--- config.mk ---
export PLATFORM = sky130hd
export DESIGN_NAME = md5_message_digest
export DESIGN_NICKNAME = d
export VERILOG_FILES = /design/src/md5_pkg.sv /design/src/md5_message_digest.sv
export VERILOG_INCLUDE_DIRS = /design/src /design/src/src
export SDC_FILE = /design/constraint.sdc
export NUM_CORES = 2
export LEC_CHECK = 0
export BUFFER_PORTS_ARGS = -buffer_cell sky130_fd_sc_hd__buf_4
export CAP_MARGIN = 20
export CORE_UTILIZATION = 50
export CTS_CLUSTER_DIAMETER = 30
export CTS_CLUSTER_SIZE = 20
export DETAILED_ROUTE_END_ITERATION = 7
export PLACE_DENSITY_LB_ADDON = 0.08
export SYNTH_ARGS = -nofsm -noshare
export SYNTH_HDL_FRONTEND = slang
export SYNTH_SLANG_ARGS = --single-unit
--- constraint.sdc ---
create_clock -name clk_i -period 6.7 [get_ports clk_i]
set_input_delay 0 -clock clk_i [delete_from_list [all_inputs] [get_ports clk_i]]
set_output_delay 0 -clock clk_i [all_outputs]
set_load 0.01 [all_outputs]
--- src/assert_macros.svh ---
// ----------------------------------------------------------------------------
// Assertion macros
// Shorthand for concurrent assertions clocked on clk_i and disabled in reset.
// ----------------------------------------------------------------------------
`ifndef ASSERT_MACROS_SVH
`define ASSERT_MACROS_SVH

// A property that must hold at every clock edge.
`define MD5_ASSERT(label, prop, msg) \
  label: assert property (@(posedge clk_i) disable iff (!rst_ni) (prop)) else $error(msg);

// A consequent that must hold in the same cycle as its antecedent.
`define MD5_ASSERT_IMP(label, ante, cons, msg) \
  label: assert property (@(posedge clk_i) disable iff (!rst_ni) (ante) |-> (cons)) \
    else $error(msg);

// A consequent that must hold in the cycle after its antecedent.
`define MD5_ASSERT_NXT(label, ante, cons, msg) \
  label: assert property (@(posedge clk_i) disable iff (!rst_ni) (ante) |=> (cons)) \
    else $error(msg);

`endif

--- src/md5_pkg.sv ---
// ----------------------------------------------------------------------------
// MD5 package
// Sequencer states, round constants and round helper functions.
// ----------------------------------------------------------------------------
package md5_pkg;

  typedef enum logic [2:0] {
    ST_IDLE,
    ST_ROUND_A,
    ST_ROUND_B,
    ST_CHAIN,
    ST_PAD,
    ST_LEN,
    ST_OUT
  } md5_state_e;

  typedef enum logic [1:0] {
    MODE_DATA,
    MODE_PADX,
    MODE_LEN
  } md5_mode_e;

  localparam int unsigned CountW = 61;

  localparam logic [31:0] IV_A = 32'h67452301;
  localparam logic [31:0] IV_B = 32'hefcdab89;
  localparam logic [31:0] IV_C = 32'h98badcfe;
  localparam logic [31:0] IV_D = 32'h10325476;

  localparam logic [7:0] PAD_BYTE = 8'h80;
  localparam logic [5:0] LAST_POS = 6'd63;
  localparam logic [5:0] LEN_POS  = 6'd56;

  localparam logic [31:0] K_ADD [0:63] = '{
    32'hd76aa478, 32'he8c7b756, 32'h242070db, 32'hc1bdceee,
    32'hf57c0faf, 32'h4787c62a, 32'ha8304613, 32'hfd469501,
    32'h698098d8, 32'h8b44f7af, 32'hffff5bb1, 32'h895cd7be,
    32'h6b901122, 32'hfd987193, 32'ha679438e, 32'h49b40821,
    32'hf61e2562, 32'hc040b340, 32'h265e5a51, 32'he9b6c7aa,
    32'hd62f105d, 32'h02441453, 32'hd8a1e681, 32'he7d3fbc8,
    32'h21e1cde6, 32'hc33707d6, 32'hf4d50d87, 32'h455a14ed,
    32'ha9e3e905, 32'hfcefa3f8, 32'h676f02d9, 32'h8d2a4c8a,
    32'hfffa3942, 32'h8771f681, 32'h6d9d6122, 32'hfde5380c,
    32'ha4beea44, 32'h4bdecfa9, 32'hf6bb4b60, 32'hbebfbc70,
    32'h289b7ec6, 32'heaa127fa, 32'hd4ef3085, 32'h04881d05,
    32'hd9d4d039, 32'he6db99e5, 32'h1fa27cf8, 32'hc4ac5665,
    32'hf4292244, 32'h432aff97, 32'hab9423a7, 32'hfc93a039,
    32'h655b59c3, 32'h8f0ccc92, 32'hffeff47d, 32'h85845dd1,
    32'h6fa87e4f, 32'hfe2ce6e0, 32'ha3014314, 32'h4e0811a1,
    32'hf7537e82, 32'hbd3af235, 32'h2ad7d2bb, 32'heb86d391
  };

  localparam logic [4:0] K_ROT [0:15] = '{
    5'd7, 5'd12, 5'd17, 5'd22, 5'd5, 5'd9, 5'd14, 5'd20,
    5'd4, 5'd11, 5'd16, 5'd23, 5'd6, 5'd10, 5'd15, 5'd21
  };

  function automatic logic [31:0] rotl32(input logic [31:0] v, input logic [4:0] s);
    logic [63:0] wide;
    wide = {v, v} << s;
    return wide[63:32];
  endfunction

  function automatic logic [3:0] msg_index(input logic [5:0] r);
    logic [3:0] lo;
    lo = r[3:0];
    unique case (r[5:4])
      2'd0:    return lo;
      2'd1:    return 4'((lo << 2) + lo + 4'd1);
      2'd2:    return 4'((lo << 1) + lo + 4'd5);
      default: return 4'((lo << 3) - lo);
    endcase
  endfunction

  function automatic logic [31:0] round_fn(input logic [1:0] phase, input logic [31:0] b,
                                           input logic [31:0] c, input logic [31:0] d);
    unique case (phase)
      2'd0:    return (b & c) | (~b & d);
      2'd1:    return (b & d) | (c & ~d);
      2'd2:    return b ^ c ^ d;
      default: return c ^ (b | ~d);
    endcase
  endfunction

endpackage

--- src/md5_message_digest.sv ---
// ----------------------------------------------------------------------------
// MD5 message digest
// Hashes a byte stream and returns the digest as four 32-bit words.
// ----------------------------------------------------------------------------
// Channel   Direction  Contents
// s_axis    in         tdata: data_byte; tuser: byte_valid; tlast: final_req
// m_axis    out        tdata: digest_word; tuser: word_index; tlast: last_word
//
// A request that does not complete a 64-byte block is stored in ST_IDLE.
// Each block compression runs 64 rounds, each through ST_ROUND_A and
// ST_ROUND_B on the shared round adder, then folds the result into the chain.
// A final request adds a padding step in ST_PAD, one compression, a second
// compression with a setup step in ST_LEN when fewer than nine bytes are
// free, and four output words that wait on m_axis_tready.
// Reset loads the initial chaining words; the block is ready right after it.
// ----------------------------------------------------------------------------
`include "assert_macros.svh"

module md5_message_digest (
  input  logic        clk_i,
  input  logic        rst_ni,
  input  logic        s_axis_tvalid,
  output logic        s_axis_tready,
  input  logic [7:0]  s_axis_tdata,  // [7:0] data_byte
  input  logic [0:0]  s_axis_tuser,  // [0] byte_valid
  input  logic        s_axis_tlast,
  output logic        m_axis_tvalid,
  input  logic        m_axis_tready,
  output logic [31:0] m_axis_tdata,  // [31:0] digest_word
  output logic [1:0]  m_axis_tuser,  // [1:0] word_index
  output logic        m_axis_tlast
);

  md5_pkg::md5_state_e state_q, state_d;
  md5_pkg::md5_mode_e  mode_q, mode_d;
  logic                final_q, final_d;
  logic [5:0]          round_q, round_d;
  logic [1:0]          idx_q, idx_d;
  logic [md5_pkg::CountW-1:0] count_q, count_d;
  logic [31:0]         chain_q [4];
  logic [31:0]         chain_d [4];
  logic [31:0]         work_q [4];
  logic [31:0]         work_d [4];
  logic [31:0]         store_q [16];
  logic [31:0]         store_d [16];
  logic [31:0]         sum_q, sum_d;

  logic [5:0]          used;
  logic [31:0]         len_lo;
  logic [31:0]         len_hi;
  logic [31:0]         f_val;
  logic [3:0]          g_idx;
  logic [4:0]          rot;

  logic                digest_done;
  logic                idle_clear;
  logic                in_chain;
  logic                in_round_a;
  logic                last_round;
  logic                round_step;
  logic [5:0]          round_inc;

  assign used   = count_q[5:0];
  assign len_lo = {count_q[28:0], 3'b000};
  assign len_hi = count_q[60:29];
  assign f_val  = md5_pkg::round_fn(round_q[5:4], work_q[1], work_q[2], work_q[3]);
  assign g_idx  = md5_pkg::msg_index(round_q);
  assign rot    = md5_pkg::K_ROT[{round_q[5:4], round_q[1:0]}];

  assign s_axis_tready = (state_q == md5_pkg::ST_IDLE);
  assign m_axis_tvalid = (state_q == md5_pkg::ST_OUT);
  assign m_axis_tdata  = chain_q[idx_q];
  assign m_axis_tuser  = idx_q;
  assign m_axis_tlast  = (idx_q == 2'd3);

  always_comb begin
    state_d = state_q;
    mode_d  = mode_q;
    final_d = final_q;
    round_d = round_q;
    idx_d   = idx_q;
    count_d = count_q;
    chain_d = chain_q;
    work_d  = work_q;
    store_d = store_q;
    sum_d   = sum_q;

    unique case (state_q)
      md5_pkg::ST_IDLE: begin
        if (s_axis_tvalid) begin
          final_d = s_axis_tlast;
          if (s_axis_tuser[0]) begin
            store_d[used[5:2]][8*used[1:0] +: 8] = s_axis_tdata;
            count_d = count_q + md5_pkg::CountW'(1);
          end
          if (s_axis_tuser[0] && (used == md5_pkg::LAST_POS)) begin
            mode_d  = md5_pkg::MODE_DATA;
            work_d  = chain_q;
            round_d = '0;
            state_d = md5_pkg::ST_ROUND_A;
          end else if (s_axis_tlast) begin
            state_d = md5_pkg::ST_PAD;
          end
        end
      end
      md5_pkg::ST_ROUND_A: begin
        sum_d   = f_val + work_q[0] + md5_pkg::K_ADD[round_q] + store_q[g_idx];
        state_d = md5_pkg::ST_ROUND_B;
      end
      md5_pkg::ST_ROUND_B: begin
        work_d[0] = work_q[3];
        work_d[3] = work_q[2];
        work_d[2] = work_q[1];
        work_d[1] = work_q[1] + md5_pkg::rotl32(sum_q, rot);
        round_d   = round_q + 6'd1;
        state_d   = (round_q == md5_pkg::LAST_POS) ? md5_pkg::ST_CHAIN : md5_pkg::ST_ROUND_A;
      end
      md5_pkg::ST_CHAIN: begin
        for (int i = 0; i < 4; i++) begin
          chain_d[i] = chain_q[i] + work_q[i];
        end
        unique case (mode_q)
          md5_pkg::MODE_DATA: state_d = final_q ? md5_pkg::ST_PAD : md5_pkg::ST_IDLE;
          md5_pkg::MODE_PADX: state_d = md5_pkg::ST_LEN;
          default:            state_d = md5_pkg::ST_OUT;
        endcase
      end
      md5_pkg::ST_PAD: begin
        for (int w = 0; w < 16; w++) begin
          for (int b = 0; b < 4; b++) begin
            if (6'(w * 4 + b) == used) begin
              store_d[w][8*b +: 8] = md5_pkg::PAD_BYTE;
            end else if (6'(w * 4 + b) > used) begin
              store_d[w][8*b +: 8] = 8'h00;
            end
          end
        end
        if (used < md5_pkg::LEN_POS) begin
          store_d[14] = len_lo;
          store_d[15] = len_hi;
          mode_d      = md5_pkg::MODE_LEN;
        end else begin
          mode_d      = md5_pkg::MODE_PADX;
        end
        work_d  = chain_q;
        round_d = '0;
        state_d = md5_pkg::ST_ROUND_A;
      end
      md5_pkg::ST_LEN: begin
        for (int w = 0; w < 14; w++) begin
          store_d[w] = '0;
        end
        store_d[14] = len_lo;
        store_d[15] = len_hi;
        mode_d      = md5_pkg::MODE_LEN;
        work_d      = chain_q;
        round_d     = '0;
        state_d     = md5_pkg::ST_ROUND_A;
      end
      md5_pkg::ST_OUT: begin
        if (m_axis_tready) begin
          idx_d = idx_q + 2'd1;
          if (idx_q == 2'd3) begin
            chain_d[0] = md5_pkg::IV_A;
            chain_d[1] = md5_pkg::IV_B;
            chain_d[2] = md5_pkg::IV_C;
            chain_d[3] = md5_pkg::IV_D;
            count_d    = '0;
            final_d    = 1'b0;
            state_d    = md5_pkg::ST_IDLE;
          end
        end
      end
      default: begin
        state_d = md5_pkg::ST_IDLE;
      end
    endcase
  end

  always_ff @(posedge clk_i or negedge rst_ni) begin
    if (!rst_ni) begin
      state_q    <= md5_pkg::ST_IDLE;
      mode_q     <= md5_pkg::MODE_DATA;
      final_q    <= 1'b0;
      round_q    <= '0;
      idx_q      <= '0;
      count_q    <= '0;
      chain_q[0] <= md5_pkg::IV_A;
      chain_q[1] <= md5_pkg::IV_B;
      chain_q[2] <= md5_pkg::IV_C;
      chain_q[3] <= md5_pkg::IV_D;
    end else begin
      state_q <= state_d;
      mode_q  <= mode_d;
      final_q <= final_d;
      round_q <= round_d;
      idx_q   <= idx_d;
      count_q <= count_d;
      chain_q <= chain_d;
    end
  end

  always_ff @(posedge clk_i) begin
    work_q  <= work_d;
    store_q <= store_d;
    sum_q   <= sum_d;
  end

  assign digest_done = m_axis_tvalid && m_axis_tready && m_axis_tlast;
  assign idle_clear  = s_axis_tready && (count_q == '0);
  assign in_chain    = (state_q == md5_pkg::ST_CHAIN);
  assign in_round_a  = (state_q == md5_pkg::ST_ROUND_A);
  assign last_round  = (state_q == md5_pkg::ST_ROUND_B) && (round_q == 6'd63);
  assign round_step  = (state_q == md5_pkg::ST_ROUND_B) && (round_q != 6'd63);
  assign round_inc   = round_q + 6'd1;

  `MD5_ASSERT(a_sides_exclusive, !(s_axis_tready && m_axis_tvalid), "Both sides open")
  `MD5_ASSERT_NXT(a_idle_after_digest, digest_done, idle_clear, "Not cleared after digest")
  `MD5_ASSERT_IMP(a_chain_after_rounds, in_chain, $past(last_round), "Early chain update")
  `MD5_ASSERT_NXT(a_round_advance, round_step, in_round_a && (round_q == $past(round_inc)), "Bad step")

endmodule
Word-level counts from Yosys, hierarchy flattened
Memory sizes are Yosys's and may differ from the RTL's. Cells that the tools add are included.

Bitwise gates (word level): 17. Shift-type cells: 3. Order comparisons: 71. Reduce and logical (&&, ||, !) cells: 82. Equality and inequality tests: 145. $add $sub $neg: 17. Muxes and demuxes: 178.

Operators by type and width (count): $pmux 512 s3 (1); $mux 512 (2); $mux 8 (128); $bwmux 512 (1); $mux 128 (4); $pmux 128 s3 (1); $reduce_and 4->1 (66); $add 32x32->32 (8); $pmux 128 s2 (1); $mux 61 (4); $mux 32 (7); $eq 6x6->1 const A (32); $gt 6x6->1 const A (32); $ne 3x3->1 const B (56); $and 32x32->32 (4); $bmux 32 s4 (1); $demux 32 s4 (1); $pmux 61 s2 (1); $eq 5x6->1 const A (16); $gt 5x6->1 const A (16); $or 32x32->32 (3); $pmux 32 s3 (1); $xor 32x32->32 (3); $bmux 32 s2 (1); 60 further kinds (123).

ROM bits: 2128. Bits in registers: 875. Output and inout bits: 37. Memories: 2.

Memories: (no name shown) (depth 64, width 32, read ports 1, clocked after memory_dff 0, wr ports 0, RTL line md5_message_digest.sv:107) `sum_d = f_val + work_q[0] + md5_pkg::K_ADD[round_q] + store_q[g_idx];`; (no name shown) (depth 16, width 5, read ports 1, clocked after memory_dff 0, wr ports 0, RTL line md5_message_digest.sv:68) `assign rot = md5_pkg::K_ROT[{round_q[5:4], round_q[1:0]}];`.

Longest topological paths before layout
Depth after elaboration: 9. Gate-level depth with buffers: 28. Depth with buffers taken out: 26.

Worst setup path before layout
Ideal clock, no wire load.

Path type: register to register. Start point: reg round_q[2]. End point: reg sum_q[28], data pin. Library setup time: 0.259 ns. Buffers on the path: 4. Arrival time: 6.416 ns. Path slack: 0.025 ns. Data required time: 6.441 ns. Clock period less this slack: 6.675 ns. Cell stages (with the launch flop): 25. Path through: dfrtp_1 -> clkinv_1 -> clkbuf_1 -> buf_1 -> ha_1 -> fa_1 -> mux4_2 -> clkbuf_1 -> buf_1 -> mux2i_1 -> nand2_1 -> o21ai_1 -> fa_1 -> inv_1 -> ha_1 -> a21o_1 -> a21oi_1 -> o21ai_1 -> nor4b_1 -> a2111oi_1 -> nor2_1 -> a2111oi_1 -> o21ai_0 -> a21oi_1 -> xnor2_1.

Cells in the longest elaborated chain, start to end: 8.

RTL lines: start: declaration (RTL line md5_message_digest.sv:37) `logic [5:0] round_q, round_d;`; start signal: assignment (RTL line md5_message_digest.sv:196) `round_q <= round_d;`; parallel branches: the longest is 7 deep, another holds $mem_v2 64x32; $add 32x32->32 * (RTL line md5_message_digest.sv:107); end signal: assignment (RTL line md5_message_digest.sv:206) `sum_q <= sum_d;`; end: declaration (RTL line md5_message_digest.sv:46) `logic [31:0] sum_q, sum_d;`.

Mark *: on every way between the ends. The select of a mux whose other input is x is not followed. A chain may end at the register's enable or synchronous reset.

Worst setup path in the final report
Start point: reg round_q[1]. End point: reg sum_q[28], data pin.

The elaborated chain is that of the path after synthesis.

==> flow_results.org <==
** Critical path
- Traced cell by cell, the critical path runs through clkinv_1 > ha_1 > buf_4 > a31oi_1 > o22a_4 > buf_12 > mux4_2 > mux2_2 > o21ai_1 > fa_1 > inv_1 > ha_1 > a21o_1 > a21oi_1 > nand2_1 > a2111oi_1 > buf_4 > nor2_1 > a2111oi_1 > buf_4 > o21ai_0 > a21oi_1 > xnor2_1.
- By instance count, the cell type seen most on the critical path is sky130_fd_sc_hd__buf_4.
- CP Class :: register to register
- Cell type of the slowest stage on the worst timing path :: sky130_fd_sc_hd__fa_1
- Worst Setup Start Kind :: register
- Delay of the slowest cell on the worst path :: 0.48 ns
- STA puts the critical path data required time at 7.25 ns.
- Of all nets on the critical path, the largest fanout is 40.
- Critical Path Sink Type :: register
- Reg2reg setup slack :: 0.20 ns
- Buffers and inverters on the worst path :: 6
- The number of cells on the worst reg-to-reg path is 23.
- The worst register-to-register path ends at sum_q[28]$_DFFE_PP_.
- The startpoint identified for the worst register-to-register timing path is round_q[1]$_DFFE_PN0P_.
- At the worst endpoint, the arrival time is 7.05 ns.
- Gate family responsible for the most delay along the worst path :: compound AO/OA/AOI/OAI gates

** Placed design
- I/O Buffers :: 50
- The congestion estimate from routability-driven global placement came to 1.04.
- Post-detailed-placement cell area :: 62100 um^2
- Detailed placement finished with a half-perimeter wire length of 158000 um.

** Yosys
- Ys async rst share :: 23.2%
- Sequential element share of the synthesized area :: 42.3%
- Avg Inst Size Synth :: 9.58 um^2
- Number of nets in the synthesized netlist :: 6552
- Mapped cell area :: 59900 um^2
- Synthesized instance count :: 6250
- Synthesis Warnings :: 0
- Distinct cell type count after synthesis :: 92
- Register bit count reported by yosys :: 875
- For this run, the leading register cell type out of synthesis is sky130_fd_sc_hd__edfxtp_1.
- Number of enable flip-flop cells after synthesis :: 672

** Cells and area
- Area added between synthesis and finish :: 18.0%
- Cell area after layout :: 70700 um^2
- Final net count :: 6606
- Most common cell after layout, fill and taps aside :: sky130_fd_sc_hd__nand2_1
- In the layout the commonest cells are sky130_fd_sc_hd__nand2_1 (789), sky130_fd_sc_hd__nor2_1 (779), sky130_fd_sc_hd__edfxtp_1 (672), sky130_fd_sc_hd__a21oi_1 (562), sky130_fd_sc_hd__o21ai_0 (459).
- Share of cells above drive strength 1 :: 14.5%

** Drt
- Remaining antenna violation count after routing :: 0
- Uppermost metal layer occupied by signal nets :: met4
- The routed design uses 102000 um of met2 wire.
- Iter 0 DRT Violations :: 5924
- Per-cell via count in the routed design :: 6.38
- Detailed routing inserted a total of 51.8k vias.
- In the final routing, the length of wire on met1 measures 88800 um.
- Wire segments on met3 add up to 18800 um in the final route.
- The first detailed-routing pass took 8 iterations.
- Residual DRC :: 0
- Routed WL per cell :: 27.4 um
- The final layout contains routed wiring with a total length of 222000 um.

** Global routing
- For this run, the total global-route usage over all layers was measured as 36.2%.
- The first global-routing pass estimated 327000 um of wire.
- Vias in the first global route :: 49.8k
- Antenna violations before repair :: 2
- Largest net degree at the start of global routing :: 120
- Global route total overflow :: 0

** STA
- Fmax :: 154 MHz
- At the pin with the least slew margin, the transition time is 1.10 ns.
- Fin Setup TNS :: 0 ns
- The final critical path takes up 97.0% of the cycle.
- Setup repair after global routing missed its margin :: false
- On the final layout, the worst clock skew is 0.0766 ns.
- Relative slew slack :: 26.6%
- Hold Worst Slack :: 0.0180 ns
- Max Slew Vio Count :: 0
- The worst path in the final design needs a cycle of 6.50 ns, including I/O delays and setup.
- Number of hold violations in the final report :: 0
- Setup violations remaining at the end of the flow were counted as 0.

** CTS
- In this run the deepest clock path goes through 3 buffers.
- In this run the clock root is driven by a sky130_fd_sc_hd__clkbuf_16.
- The clock tree synthesis step divided the H-tree into 4 levels.
- CTS buffer count :: 229
- CTS tree :: built
- Post-CTS clock slew at the launch and capture registers of the worst setup and hold paths :: 0.05 ns
- Number of sinks on the clock net :: 875
- Clock latency on the worst-skew pair :: 0.85 ns

** Floorplan
- Die Width :: 348 um
- The total area inside the core boundary comes to 118000 um^2.
- The die covers 121000 um^2.
- In this run the count of I/O pins placed on the die edge is 51.
- After floorplanning, the core was divided into 126 placement rows.
- Once the floorplan was initialized, standard cells occupied 50.6% of the core.
- Die extent in y :: 348 um

** Outcome
- Run status :: completed

** Job
- Max-cap check violation count :: 0

** Min path
- The tightest min-delay check is of the input port to async pin type.
-- synthesized netlist by cell type, drive strengths merged, types with 17 or more instances --
library cell / count / area (um^2)
a21oi: 563 / 2830
buf: 91 / 402
xnor2: 134 / 1190
mux4: 163 / 3670
a21boi: 17 / 128
o22ai: 29 / 181
nor2: 784 / 2940
nand2b: 43 / 272
nand3: 107 / 536
inv: 178 / 668
nand4: 22 / 138
and2: 37 / 231
dfstp: 64 / 1680
ha: 220 / 2750
fa: 68 / 1360
o22a: 196 / 1720
a211oi: 86 / 646
mux2: 43 / 488
nand2: 790 / 2970
o21ai: 497 / 2490
o211ai: 28 / 210
o21bai: 29 / 218
dfrtp: 139 / 3480
a21o: 65 / 488
a31oi: 70 / 438
o31ai: 25 / 188
o21a: 47 / 353
nor2b: 66 / 413
or2: 45 / 282
mux2i: 177 / 1780
xor2: 105 / 920
and3: 53 / 332
nor3: 88 / 468
edfxtp: 672 / 20200
clkbuf: 303 / 1140
or3: 39 / 244
-- stage by stage --
step           cells  util [%]  setup slack, ns
3_3_place_gp    7643      52.4            0.145
2_1_floorplan   6250         -           0.0248
5_1_grt         8108      59.7         0.000715
6_report        8109      59.7            0.198
3_5_place_dp    7648      52.5            0.160
4_1_cts         8099      59.6           0.0635
-- worst max path at each step --
stage                      startpoint             endpoint  slack [ns]  cells after the start
2_1_floorplan  round_q[2]$_DFFE_PN0P_  sum_q[28]$_DFFE_PP_        0.02                     24
3_3_place_gp   round_q[0]$_DFFE_PN0P_  sum_q[28]$_DFFE_PP_        0.14                     23
3_5_place_dp   round_q[0]$_DFFE_PN0P_  sum_q[28]$_DFFE_PP_        0.16                     23
4_1_cts        round_q[0]$_DFFE_PN0P_  sum_q[28]$_DFFE_PP_        0.06                     23
5_1_grt        round_q[1]$_DFFE_PN0P_  sum_q[28]$_DFFE_PP_      0.0007                     24
6_report       round_q[1]$_DFFE_PN0P_  sum_q[28]$_DFFE_PP_        0.20                     23
-- routing by layer --
layer | track usage (%) | up-vias
li1 | - | 23118
met1 | 47.6 | 25423
met2 | 57.4 | 2637
met3 | 6.42 | 579
met4 | 18.8 | 0
met5 | 0 | -
-- cell type report --
type / instances / area [um^2]
diodes: 1 / 2.50
well taps: 1600 / 2000
inverters: 183 / 692
repair buffers: 215 / 1880
clock inverters: 162 / 2140
flip-flops and latches: 875 / 25400
clock buffers: 273 / 6080
multi-input cells: 4800 / 32500
fillers: 10054 / 47700
-- cell families (layout without fill, tap and decap cells) --
group	Yosys count	count (layout)	share of synthesized area, %
and+or+nand+nor	2104	2104	15.2
AOI/OAI and AO/OA	1784	1784	18.5
DFF	875	875	42.3
buffers and inverters	577	833	3.72
muxes	383	385	9.92
adders and majority gates	288	288	6.87
xor gates and xnor gates	239	239	3.52
other	0	1	0
-- repair_timing --
| action | in CTS | in global routing |
|---|---|---|
| endpoints found under the hold margin | 349 | 0 |
| setup endpoints to repair | 0 | 6 |
| resized for setup | 0 | 4 |
| setup buffers | 0 | 2 |
| hold buffers | 16 | 0 |
Power is not shown: default switching activity piles up to over one toggle a cycle in this logic, so the estimate is an artifact.
